### src/hw/rtl/dsf_pkg.sv
package dsf_pkg;

	// Configuration register indexes (byte address is 4 times the index).
	localparam logic [2:0] REG_DEPTH_ORIGIN = 3'd0;
	localparam logic [2:0] REG_DEPTH_STEP_X = 3'd1;
	localparam logic [2:0] REG_DEPTH_STEP_Y = 3'd2;
	localparam logic [2:0] REG_BUFFER_WIDTH = 3'd3;
	localparam logic [2:0] REG_BUFFER_BASE  = 3'd4;

	localparam int PADDR_W = 5;
	localparam int VALUE_W = 32;
	localparam int ADDR_W  = 24;
	localparam int DEPTH_W = 16;
	localparam int BWIDTH_W = 11;
	localparam int COORD_W = 10;
	localparam int LEN_IN_W = 7;

	localparam logic [BWIDTH_W-1:0] BUFFER_WIDTH_RESET = 11'd320;

	// Handshake between a producer and the span queue.
	typedef struct packed {
		logic push;
		logic full;
	} dsf_push_t;

	// Handshake between the span queue and the pixel emitter.
	typedef struct packed {
		logic pop;
		logic empty;
	} dsf_pop_t;

endpackage

### src/hw/rtl/dsf_front.sv
module dsf_front #(
	parameter int MAX_SPAN = 64,
	parameter int MAX_SCREEN_WIDTH = 1024,
	parameter int SPAN_W = $clog2(MAX_SPAN + 1)
) (
	input  logic                           clk,
	input  logic                           arst_n,
	input  logic                           accept,
	input  logic [dsf_pkg::COORD_W-1:0]    span_x,
	input  logic [dsf_pkg::COORD_W-1:0]    span_y,
	input  logic [dsf_pkg::LEN_IN_W-1:0]   span_length,
	input  logic [dsf_pkg::VALUE_W-1:0]    depth_origin,
	input  logic [dsf_pkg::VALUE_W-1:0]    depth_step_x,
	input  logic [dsf_pkg::VALUE_W-1:0]    depth_step_y,
	input  logic [dsf_pkg::BWIDTH_W-1:0]   buffer_width,
	input  logic [dsf_pkg::ADDR_W-1:0]     buffer_base,
	output logic                           occupied,
	output logic                           push,
	output logic [dsf_pkg::VALUE_W-1:0]    acc,
	output logic [dsf_pkg::ADDR_W-1:0]     addr,
	output logic [SPAN_W-1:0]              len
);

	localparam int WSAT_W = $clog2(MAX_SCREEN_WIDTH + 1);

	logic [31:0]                        len_ext;
	logic [31:0]                        width_ext;
	logic [SPAN_W-1:0]                  len_sat;
	logic [WSAT_W-1:0]                  width_sat;

	logic                               valid_s1;
	logic [dsf_pkg::VALUE_W-1:0]        prod_x_s1;
	logic [dsf_pkg::VALUE_W-1:0]        prod_y_s1;
	logic [dsf_pkg::ADDR_W-1:0]         prod_w_s1;
	logic [dsf_pkg::COORD_W-1:0]        x_s1;
	logic [SPAN_W-1:0]                  len_s1;

	logic                               valid_s2;
	logic [dsf_pkg::VALUE_W-1:0]        acc_s2;
	logic [dsf_pkg::ADDR_W-1:0]         addr_s2;
	logic [SPAN_W-1:0]                  len_s2;

	// Clamp the piece length and the row length to what the hardware covers.
	always_comb begin
		len_ext   = 32'(span_length);
		width_ext = 32'(buffer_width);
		if (len_ext > 32'(MAX_SPAN)) begin
			len_sat = SPAN_W'(MAX_SPAN);
		end else begin
			len_sat = SPAN_W'(len_ext);
		end
		if (width_ext > 32'(MAX_SCREEN_WIDTH)) begin
			width_sat = WSAT_W'(MAX_SCREEN_WIDTH);
		end else begin
			width_sat = WSAT_W'(width_ext);
		end
	end

	always_ff @(posedge clk or negedge arst_n) begin
		if (!arst_n) begin
			valid_s1 <= 1'b0;
			valid_s2 <= 1'b0;
		end else begin
			valid_s1 <= accept;
			// A zero-length piece produces nothing and is dropped here.
			valid_s2 <= valid_s1 && (len_s1 != '0);
		end
	end

	always_ff @(posedge clk) begin
		if (accept) begin
			prod_x_s1 <= dsf_pkg::VALUE_W'(span_x) * depth_step_x;
			prod_y_s1 <= dsf_pkg::VALUE_W'(span_y) * depth_step_y;
			prod_w_s1 <= dsf_pkg::ADDR_W'(width_sat) * dsf_pkg::ADDR_W'(span_y);
			x_s1      <= span_x;
			len_s1    <= len_sat;
		end
		if (valid_s1) begin
			acc_s2  <= depth_origin + prod_y_s1 + prod_x_s1;
			addr_s2 <= buffer_base + prod_w_s1 + dsf_pkg::ADDR_W'(x_s1);
			len_s2  <= len_s1;
		end
	end

	assign occupied = valid_s1 || valid_s2;
	assign push     = valid_s2;
	assign acc      = acc_s2;
	assign addr     = addr_s2;
	assign len      = len_s2;

endmodule

### src/hw/rtl/dsf_queue.sv
module dsf_queue #(
	parameter int WIDTH = 64
) (
	input  logic                 clk,
	input  logic                 arst_n,
	input  dsf_pkg::dsf_push_t   wr_ctl_in,
	output logic                 full,
	input  logic [WIDTH-1:0]     wr_data,
	input  logic                 pop,
	output logic                 empty,
	output logic [WIDTH-1:0]     rd_data
);

	localparam int DEPTH = 2;
	localparam int PTR_W = $clog2(DEPTH);

	logic [WIDTH-1:0]   entry_q [DEPTH];
	logic [PTR_W-1:0]   wr_ptr_q;
	logic [PTR_W-1:0]   rd_ptr_q;
	logic [PTR_W:0]     count_q;
	logic               do_push;
	logic               do_pop;

	assign full    = (count_q == (PTR_W+1)'(DEPTH));
	assign empty   = (count_q == '0);
	assign do_push = wr_ctl_in.push && !full;
	assign do_pop  = pop && !empty;
	assign rd_data = entry_q[rd_ptr_q];

	always_ff @(posedge clk or negedge arst_n) begin
		if (!arst_n) begin
			wr_ptr_q <= '0;
			rd_ptr_q <= '0;
			count_q  <= '0;
		end else begin
			if (do_push) begin
				wr_ptr_q <= wr_ptr_q + 1'b1;
			end
			if (do_pop) begin
				rd_ptr_q <= rd_ptr_q + 1'b1;
			end
			case ({do_push, do_pop})
				2'b10:   count_q <= count_q + 1'b1;
				2'b01:   count_q <= count_q - 1'b1;
				default: count_q <= count_q;
			endcase
		end
	end

	always_ff @(posedge clk) begin
		if (do_push) begin
			entry_q[wr_ptr_q] <= wr_data;
		end
	end

endmodule

### src/hw/rtl/dsf_back.sv
module dsf_back #(
	parameter int SPAN_W = 7
) (
	input  logic                          clk,
	input  logic                          arst_n,
	input  logic                          empty,
	input  logic [dsf_pkg::VALUE_W-1:0]   q_acc,
	input  logic [dsf_pkg::ADDR_W-1:0]    q_addr,
	input  logic [SPAN_W-1:0]             q_len,
	output dsf_pkg::dsf_pop_t             pop_ctl,
	input  logic [dsf_pkg::VALUE_W-1:0]   depth_step_x,
	output logic                          strobe,
	output logic [dsf_pkg::ADDR_W-1:0]    depth_address,
	output logic [dsf_pkg::DEPTH_W-1:0]   depth_value,
	output logic                          last_pixel
);

	logic                          active_q;
	logic                          strobe_q;
	logic [dsf_pkg::VALUE_W-1:0]   acc_q;
	logic [dsf_pkg::ADDR_W-1:0]    addr_q;
	logic [SPAN_W-1:0]             rem_q;
	logic [dsf_pkg::ADDR_W-1:0]    out_addr_q;
	logic [dsf_pkg::DEPTH_W-1:0]   out_value_q;
	logic                          out_last_q;
	logic                          final_pixel;
	logic                          load;

	// The next piece, if one is queued, is taken in the cycle in which the current one steps its last pixel.
	assign final_pixel   = active_q && (rem_q == SPAN_W'(1));
	assign load          = !empty && (!active_q || final_pixel);
	assign pop_ctl.pop   = load;
	assign pop_ctl.empty = empty;

	always_ff @(posedge clk or negedge arst_n) begin
		if (!arst_n) begin
			active_q <= 1'b0;
			strobe_q <= 1'b0;
		end else begin
			strobe_q <= active_q;
			if (load) begin
				active_q <= 1'b1;
			end else if (final_pixel) begin
				active_q <= 1'b0;
			end
		end
	end

	always_ff @(posedge clk) begin
		if (active_q) begin
			out_addr_q  <= addr_q;
			out_value_q <= acc_q[dsf_pkg::VALUE_W-1 -: dsf_pkg::DEPTH_W];
			out_last_q  <= final_pixel;
		end
		if (load) begin
			acc_q  <= q_acc;
			addr_q <= q_addr;
			rem_q  <= q_len;
		end else if (active_q) begin
			acc_q  <= acc_q + depth_step_x;
			addr_q <= addr_q + 1'b1;
			rem_q  <= rem_q - 1'b1;
		end
	end

	assign strobe        = strobe_q;
	assign depth_address = out_addr_q;
	assign depth_value   = out_value_q;
	assign last_pixel    = out_last_q;

endmodule

### src/hw/rtl/depth_span_fill_top.sv
// The first depth write of a span shows on the result ports once its request has passed
// the front end, the queue and the emitter; the remaining pixels follow one per cycle with no gaps.
// Depth writes come out one per cycle while pieces are queued; a piece is up to 64 pixels.
// The front end takes a new request once its stages are empty and while the queue has room.
// Reset (arst_n low) empties the pipeline and queue and loads the register reset values.
// Results are strobed for a single cycle; the receiver cannot stall them.
module depth_span_fill_top #(
	parameter int MAX_SPAN = 64,
	parameter int MAX_SCREEN_WIDTH = 1024
) (
	input  logic                           clk,
	input  logic                           arst_n,
	// Span requests.
	input  logic                           start,
	output logic                           busy,
	input  logic [dsf_pkg::COORD_W-1:0]    span_x,
	input  logic [dsf_pkg::COORD_W-1:0]    span_y,
	input  logic [dsf_pkg::LEN_IN_W-1:0]   span_length,
	// Depth writes.
	output logic                           strobe,
	output logic [dsf_pkg::ADDR_W-1:0]     depth_address,
	output logic [dsf_pkg::DEPTH_W-1:0]    depth_value,
	output logic                           last_pixel,
	// Register port.
	input  logic                           psel,
	input  logic                           penable,
	input  logic                           pwrite,
	input  logic [dsf_pkg::PADDR_W-1:0]    paddr,
	input  logic [31:0]                    pwdata,
	output logic [31:0]                    prdata,
	output logic                           pready
);

	localparam int SPAN_W = $clog2(MAX_SPAN + 1);
	localparam int ENTRY_W = dsf_pkg::VALUE_W + dsf_pkg::ADDR_W + SPAN_W;

	// Register file. Signed plane values are held as raw two's complement bits.
	logic [dsf_pkg::VALUE_W-1:0]    depth_origin_q;
	logic [dsf_pkg::VALUE_W-1:0]    depth_step_x_q;
	logic [dsf_pkg::VALUE_W-1:0]    depth_step_y_q;
	logic [dsf_pkg::BWIDTH_W-1:0]   buffer_width_q;
	logic [dsf_pkg::ADDR_W-1:0]     buffer_base_q;
	logic                           reg_write;
	logic [2:0]                     reg_index;

	logic                           accept;
	logic                           front_occupied;
	dsf_pkg::dsf_push_t             push_ctl;
	dsf_pkg::dsf_pop_t              pop_ctl;
	logic [dsf_pkg::VALUE_W-1:0]    front_acc;
	logic [dsf_pkg::ADDR_W-1:0]     front_addr;
	logic [SPAN_W-1:0]              front_len;
	logic [ENTRY_W-1:0]             q_rd_data;
	logic                           q_full;
	logic                           q_empty;

	assign pready    = 1'b1;
	assign reg_write = psel && penable && pwrite && pready;
	assign reg_index = paddr[dsf_pkg::PADDR_W-1:2];

	always_ff @(posedge clk or negedge arst_n) begin
		if (!arst_n) begin
			depth_origin_q <= '0;
			depth_step_x_q <= '0;
			depth_step_y_q <= '0;
			buffer_width_q <= dsf_pkg::BUFFER_WIDTH_RESET;
			buffer_base_q  <= '0;
		end else if (reg_write) begin
			case (reg_index)
				dsf_pkg::REG_DEPTH_ORIGIN: depth_origin_q <= pwdata;
				dsf_pkg::REG_DEPTH_STEP_X: depth_step_x_q <= pwdata;
				dsf_pkg::REG_DEPTH_STEP_Y: depth_step_y_q <= pwdata;
				dsf_pkg::REG_BUFFER_WIDTH: buffer_width_q <= pwdata[dsf_pkg::BWIDTH_W-1:0];
				dsf_pkg::REG_BUFFER_BASE:  buffer_base_q  <= pwdata[dsf_pkg::ADDR_W-1:0];
				default: ; // Addresses past the register list are ignored.
			endcase
		end
	end

	always_comb begin
		case (reg_index)
			dsf_pkg::REG_DEPTH_ORIGIN: prdata = depth_origin_q;
			dsf_pkg::REG_DEPTH_STEP_X: prdata = depth_step_x_q;
			dsf_pkg::REG_DEPTH_STEP_Y: prdata = depth_step_y_q;
			dsf_pkg::REG_BUFFER_WIDTH: prdata = 32'(buffer_width_q);
			dsf_pkg::REG_BUFFER_BASE:  prdata = 32'(buffer_base_q);
			default:                   prdata = '0;
		endcase
	end

	// The front end holds one request at a time in its two stages. The queue
	// can never overflow: a request is only taken when the stages are empty and
	// the queue has a free slot, and the emitter only ever drains the queue.
	assign busy   = front_occupied || q_full;
	assign accept = start && !busy;

	dsf_front #(
		.MAX_SPAN         (MAX_SPAN),
		.MAX_SCREEN_WIDTH (MAX_SCREEN_WIDTH),
		.SPAN_W           (SPAN_W)
	) u_front (
		.clk          (clk),
		.arst_n       (arst_n),
		.accept       (accept),
		.span_x       (span_x),
		.span_y       (span_y),
		.span_length  (span_length),
		.depth_origin (depth_origin_q),
		.depth_step_x (depth_step_x_q),
		.depth_step_y (depth_step_y_q),
		.buffer_width (buffer_width_q),
		.buffer_base  (buffer_base_q),
		.occupied     (front_occupied),
		.push         (push_ctl.push),
		.acc          (front_acc),
		.addr         (front_addr),
		.len          (front_len)
	);

	assign push_ctl.full = q_full;

	// Short queue of prepared pieces: start value, start address, pixel count.
	dsf_queue #(
		.WIDTH (ENTRY_W)
	) u_queue (
		.clk       (clk),
		.arst_n    (arst_n),
		.wr_ctl_in (push_ctl),
		.full      (q_full),
		.wr_data   ({front_acc, front_addr, front_len}),
		.pop       (pop_ctl.pop),
		.empty     (q_empty),
		.rd_data   (q_rd_data)
	);

	// The emitter steps the running 1/z value and the address once per pixel.
	dsf_back #(
		.SPAN_W (SPAN_W)
	) u_back (
		.clk           (clk),
		.arst_n        (arst_n),
		.empty         (q_empty),
		.q_acc         (q_rd_data[ENTRY_W-1 -: dsf_pkg::VALUE_W]),
		.q_addr        (q_rd_data[SPAN_W +: dsf_pkg::ADDR_W]),
		.q_len         (q_rd_data[SPAN_W-1:0]),
		.pop_ctl       (pop_ctl),
		.depth_step_x  (depth_step_x_q),
		.strobe        (strobe),
		.depth_address (depth_address),
		.depth_value   (depth_value),
		.last_pixel    (last_pixel)
	);

endmodule

### config.mk
export PLATFORM = sky130hd
export DESIGN_NAME = depth_span_fill_top
export DESIGN_NICKNAME = d
export VERILOG_FILES = /design/src/hw/rtl/dsf_pkg.sv /design/src/hw/rtl/dsf_front.sv /design/src/hw/rtl/dsf_queue.sv /design/src/hw/rtl/dsf_back.sv /design/src/hw/rtl/depth_span_fill_top.sv
export SDC_FILE = /design/constraint.sdc
export NUM_CORES = 2
export LEC_CHECK = 0
export CAP_MARGIN = 25
export CORE_MARGIN = 1.5
export CORE_UTILIZATION = 60
export CTS_CLUSTER_SIZE = 40
export DETAILED_ROUTE_END_ITERATION = 10
export DONT_BUFFER_PORTS = 1
export PLACE_DENSITY = 0.8
export SKIP_CTS_REPAIR_TIMING = 1
export SLEW_MARGIN = 20
export SYNTH_ARGS = -nofsm -noshare
export SYNTH_HDL_FRONTEND = slang
export SYNTH_SLANG_ARGS = --single-unit
### constraint.sdc
create_clock -name clk -period 5.5 [get_ports clk]
set_input_delay 0 -clock clk [delete_from_list [all_inputs] [get_ports clk]]
set_output_delay 0 -clock clk [all_outputs]
set_load 0.02 [all_outputs]
==> impl_summary.md <==
STA
Across all setup checks in the final design, the least slack found is -0.125 ns. The worst slew slack as a fraction of its limit is 23.9%. Setup repair after global routing could not meet its margin everywhere. For the finished layout, the period the worst path requires is 5.62 ns.

The number of slew-limit violations in the final report is 0. Timing would allow up to 0.178 GHz. Setup violations remaining at the end of the flow were counted as 8. The clock skew after layout is 0.0708 ns. The final count of hold timing violations is 14. On the final layout, the worst hold slack is -0.0322 ns. The final cycle utilization of the critical path is 102%. At the pin with the least slew margin, the transition time is 1.13 ns.

Floorplanning
146 I/O pins were placed. The die boundary width is 274 um. The die outline area is 75,200 um2. The initial cell density of the core is 60.5%. Measured along the y axis, the die boundary spans 274 um. The core footprint is 73,000 um2. The initialized floorplan defines 99 standard-cell rows.

Setup path
The cell count of the worst reg-to-reg path is 19. The capture point of the worst reg-to-reg path is u_front.prod_x_s1[30]$_DFFE_PP_. The beginning of the worst register-to-register path is depth_step_x_q[5]$_DFFE_PN0P_. The required time reported for the critical path endpoint is 5.86 ns. The critical path ends at u_front.prod_x_s1[30]$_DFFE_PP_. Data on the critical path arrives at its endpoint at 5.99 ns. Of all nets on the critical path, the largest fanout is 7. The setup check on the worst reg-to-reg path leaves a slack of -0.12 ns. The type of the setup path with the least slack is reg -> reg. The start point of the critical path is depth_step_x_q[5]$_DFFE_PN0P_. STA classifies the critical path endpoint as a flop. The startpoint class of the critical path is a flop.

Flow run
Max-cap violations in this run came to 0.

Finish
The fraction of layout instances using a drive strength above 1 is 14.1%. The area added between synthesis and finish is 12.0%. The final non-filler cell area is 49,400 um2. The final layout contains 5,017 nets.

Logic synthesis
The proportion of netlist area held by the largest area contributor is 26.9%. Of the synthesized area, sequential elements account for 34.7%. The number of nets in the synthesized netlist is 4,867. The most common cell in the synthesized netlist is sky130_fd_sc_hd__fa_1. Summed over all instances, the cell type with the most area after synthesis is sky130_fd_sc_hd__edfxtp_1. The synthesized design contains 395 enable-type register cells. The count of distinct cell types in the synthesized netlist is 87. Synthesis handed over a netlist of 4,042 instances. Yosys attributes the largest share of cell area to sky130_fd_sc_hd__edfxtp_1 27%, sky130_fd_sc_hd__fa_1 23%, sky130_fd_sc_hd__dfrtp_1 7.8%. The Yosys step of the flow raised 0 warnings. Of all flip-flops after synthesis, the portion carrying an async set or reset was 26.0%.

Ranked by instance count, the synthesized netlist is headed by 510 x sky130_fd_sc_hd__fa_1, 489 x sky130_fd_sc_hd__inv_1, 467 x sky130_fd_sc_hd__nand2_1. In this run the cell area of the synthesized design comes to 44,200 um2. The synthesized area divided by synthesized cell count is 10.9 um2. The commonest register cell after synthesis is sky130_fd_sc_hd__edfxtp_1.

The number of flip-flops and latches in the synthesized netlist is 534.

Hold path
The path class of the tightest hold or removal check is in -> async.

Clock network
Buffers inserted during clock tree synthesis total 57. After clock tree synthesis, the clock-pin slew on the worst setup and hold paths is 0.06 ns. The latest clock arrival within the worst-skew pair is 0.66 ns.

No sink is reached through more buffers than the 3 on the longest clock path. The tree built by TritonCTS fans out to 534 sinks. TritonCTS built the clock tree. The clock tree synthesis step divided the H-tree into 2 levels. The cell sitting at the root of the clock tree is a sky130_fd_sc_hd__clkbuf_16.

Route
The total wire length is 115,000 um. Dividing the detail-routed wire length by the instance count gives 22.2 um. The number of DRC violations after detailed-routing iteration 0 is 3,338. In the routed design, unresolved DRC markers number 0. The final antenna-violating net count is 0. After detailed routing, the number of vias per cell comes to 5.97. For this run, the detailed router's first-pass iteration total came to 7. Summing over every cut layer, the via total after detailed routing is 31,000.

GRT
The sum of overflow across all layers after global routing is 0. The first global-routing pass estimated 175,000 um of wire. The initial antenna violation count is 13.

The overall global routing resource usage is 30.2%. The pin count of the biggest net entering global routing is 140. The number of global-route vias before repair is 31,200.

Placement
At the end of routability-driven placement, the weighted congestion stood at 0.929. The number of buffer cells added on primary ports is 0. In this run the cell area measured after placement is 46,000 um2. The detailed-placement wirelength estimate is 84,500 um.

Outcome
The run finished, with violations left. The final reports fail on negative hold slack, negative setup slack.
-- how the worst min path moves through the flow --
stage / start / to / slack [ns] / cells after the start
after floorplan: arst_n / buffer_base_q[0]$_DFFE_PN0P_ / -0.30 / 0
after global placement: arst_n / u_back.active_q$_DFFE_PN0P_ / -0.29 / 0
after detailed placement: arst_n / u_back.active_q$_DFFE_PN0P_ / -0.29 / 0
after CTS: arst_n / u_back.active_q$_DFFE_PN0P_ / -1.0 / 0
after global routing: paddr[2] / buffer_width_q[9]$_DFFE_PN0P_ / 0.02 / 2
final: arst_n / u_queue.rd_ptr_q$_DFFE_PN0P_ / -0.03 / 2
-- cell usage in the layout (no fill, tap or decap), drive strengths merged, types with 94 or more instances in the layout --
| master | netlist | routed |
|---|---|---|
| and2 | 306 | 306 |
| inv | 490 | 493 |
| fa | 510 | 510 |
| mux2 | 134 | 134 |
| a21oi | 175 | 175 |
| o21ai | 110 | 110 |
| xnor2 | 151 | 151 |
| edfxtp | 395 | 395 |
| ha | 245 | 245 |
| nor2 | 168 | 168 |
| mux2i | 94 | 94 |
| buf | 15 | 212 |
| nand2 | 467 | 467 |
| dfrtp | 137 | 137 |
-- per-layer routing --
layer / GRT usage (%) / routed length [um] / share of wire, %
met1: 41.8 / 46300 / 40
met2: 47.0 / 52100 / 45
met3: 7.82 / 12000 / 10
met4: 9.09 / 4770 / 4.1
met5: 0 / 83 / 0.072
-- area by class of cell --
type,count,area (um2)
inverters,490,1840
well taps,959,1200
fillers,5041,23500
multi-input cells,2832,26800
diodes,4,10.0
clock inverters,40,430
clock buffers,62,1450
flip-flops and latches,534,15400
repair buffers,277,2350
-- cell families after synthesis --
logic type | after synthesis | synth area share (%)
other | 1 | 0.00849
XOR/XNOR | 200 | 3.97
adder cells (fa/ha/maj) | 755 | 30.1
AND/OR/NAND/NOR | 1131 | 12.4
multiplexers | 228 | 5.55
buffers and inverters | 676 | 5.76
flip-flops | 534 | 34.7
AO/OA/AOI/OAI | 517 | 7.55
-- registers in the layout, indices dropped and copies added (netlist names), 10 cells and up --
signal and count:
depth_step_x_q 32, u_front.acc 32, u_back.acc_q 32, u_front.x_s1 10
u_front.prod_w_s1 21, buffer_base_q 24, u_front.prod_y_s1 32, u_back.depth_value 16
u_back.depth_address 24, depth_step_y_q 32, u_front.addr 24, buffer_width_q 11
u_queue.entry_q 126, u_front.prod_x_s1 32, u_back.addr_q 24, depth_origin_q 32
-- metrics by stage --
step                      cells  utilization [%]  setup TNS, ns  setup slack (ns)
after floorplan            4042                -        -0.0566           -0.0472
after detailed placement   4982             63.0         -0.490            -0.158
after CTS                  5084             65.6         -0.997            -0.155
after global routing       5195             67.8          -2.97            -0.274
final                      5198             67.8         -0.337            -0.125
after global placement     4978             63.0       -0.00867          -0.00867
-- critical path, stage by stage (launching register included) --
cell and delay (ns):
sky130_fd_sc_hd__dfrtp_2 0.49, sky130_fd_sc_hd__buf_6 0.16, sky130_fd_sc_hd__and2_1 0.17, sky130_fd_sc_hd__fa_2 0.53
sky130_fd_sc_hd__inv_1 0.06, sky130_fd_sc_hd__fa_2 0.58, sky130_fd_sc_hd__fa_1 0.46, sky130_fd_sc_hd__fa_1 0.52
sky130_fd_sc_hd__inv_1 0.06, sky130_fd_sc_hd__fa_1 0.48, sky130_fd_sc_hd__ha_4 0.31, sky130_fd_sc_hd__and3_1 0.16
sky130_fd_sc_hd__nand4b_1 0.17, sky130_fd_sc_hd__o211a_1 0.31, sky130_fd_sc_hd__a311oi_2 0.27, sky130_fd_sc_hd__buf_4 0.17
sky130_fd_sc_hd__nand4_1 0.10, sky130_fd_sc_hd__nand3b_1 0.12, sky130_fd_sc_hd__a21oi_2 0.06, sky130_fd_sc_hd__xnor2_1 0.12
Power is left out: the tool's default activity adds up to more than one toggle a clock period on the data nets, which glitch-free logic cannot reach.
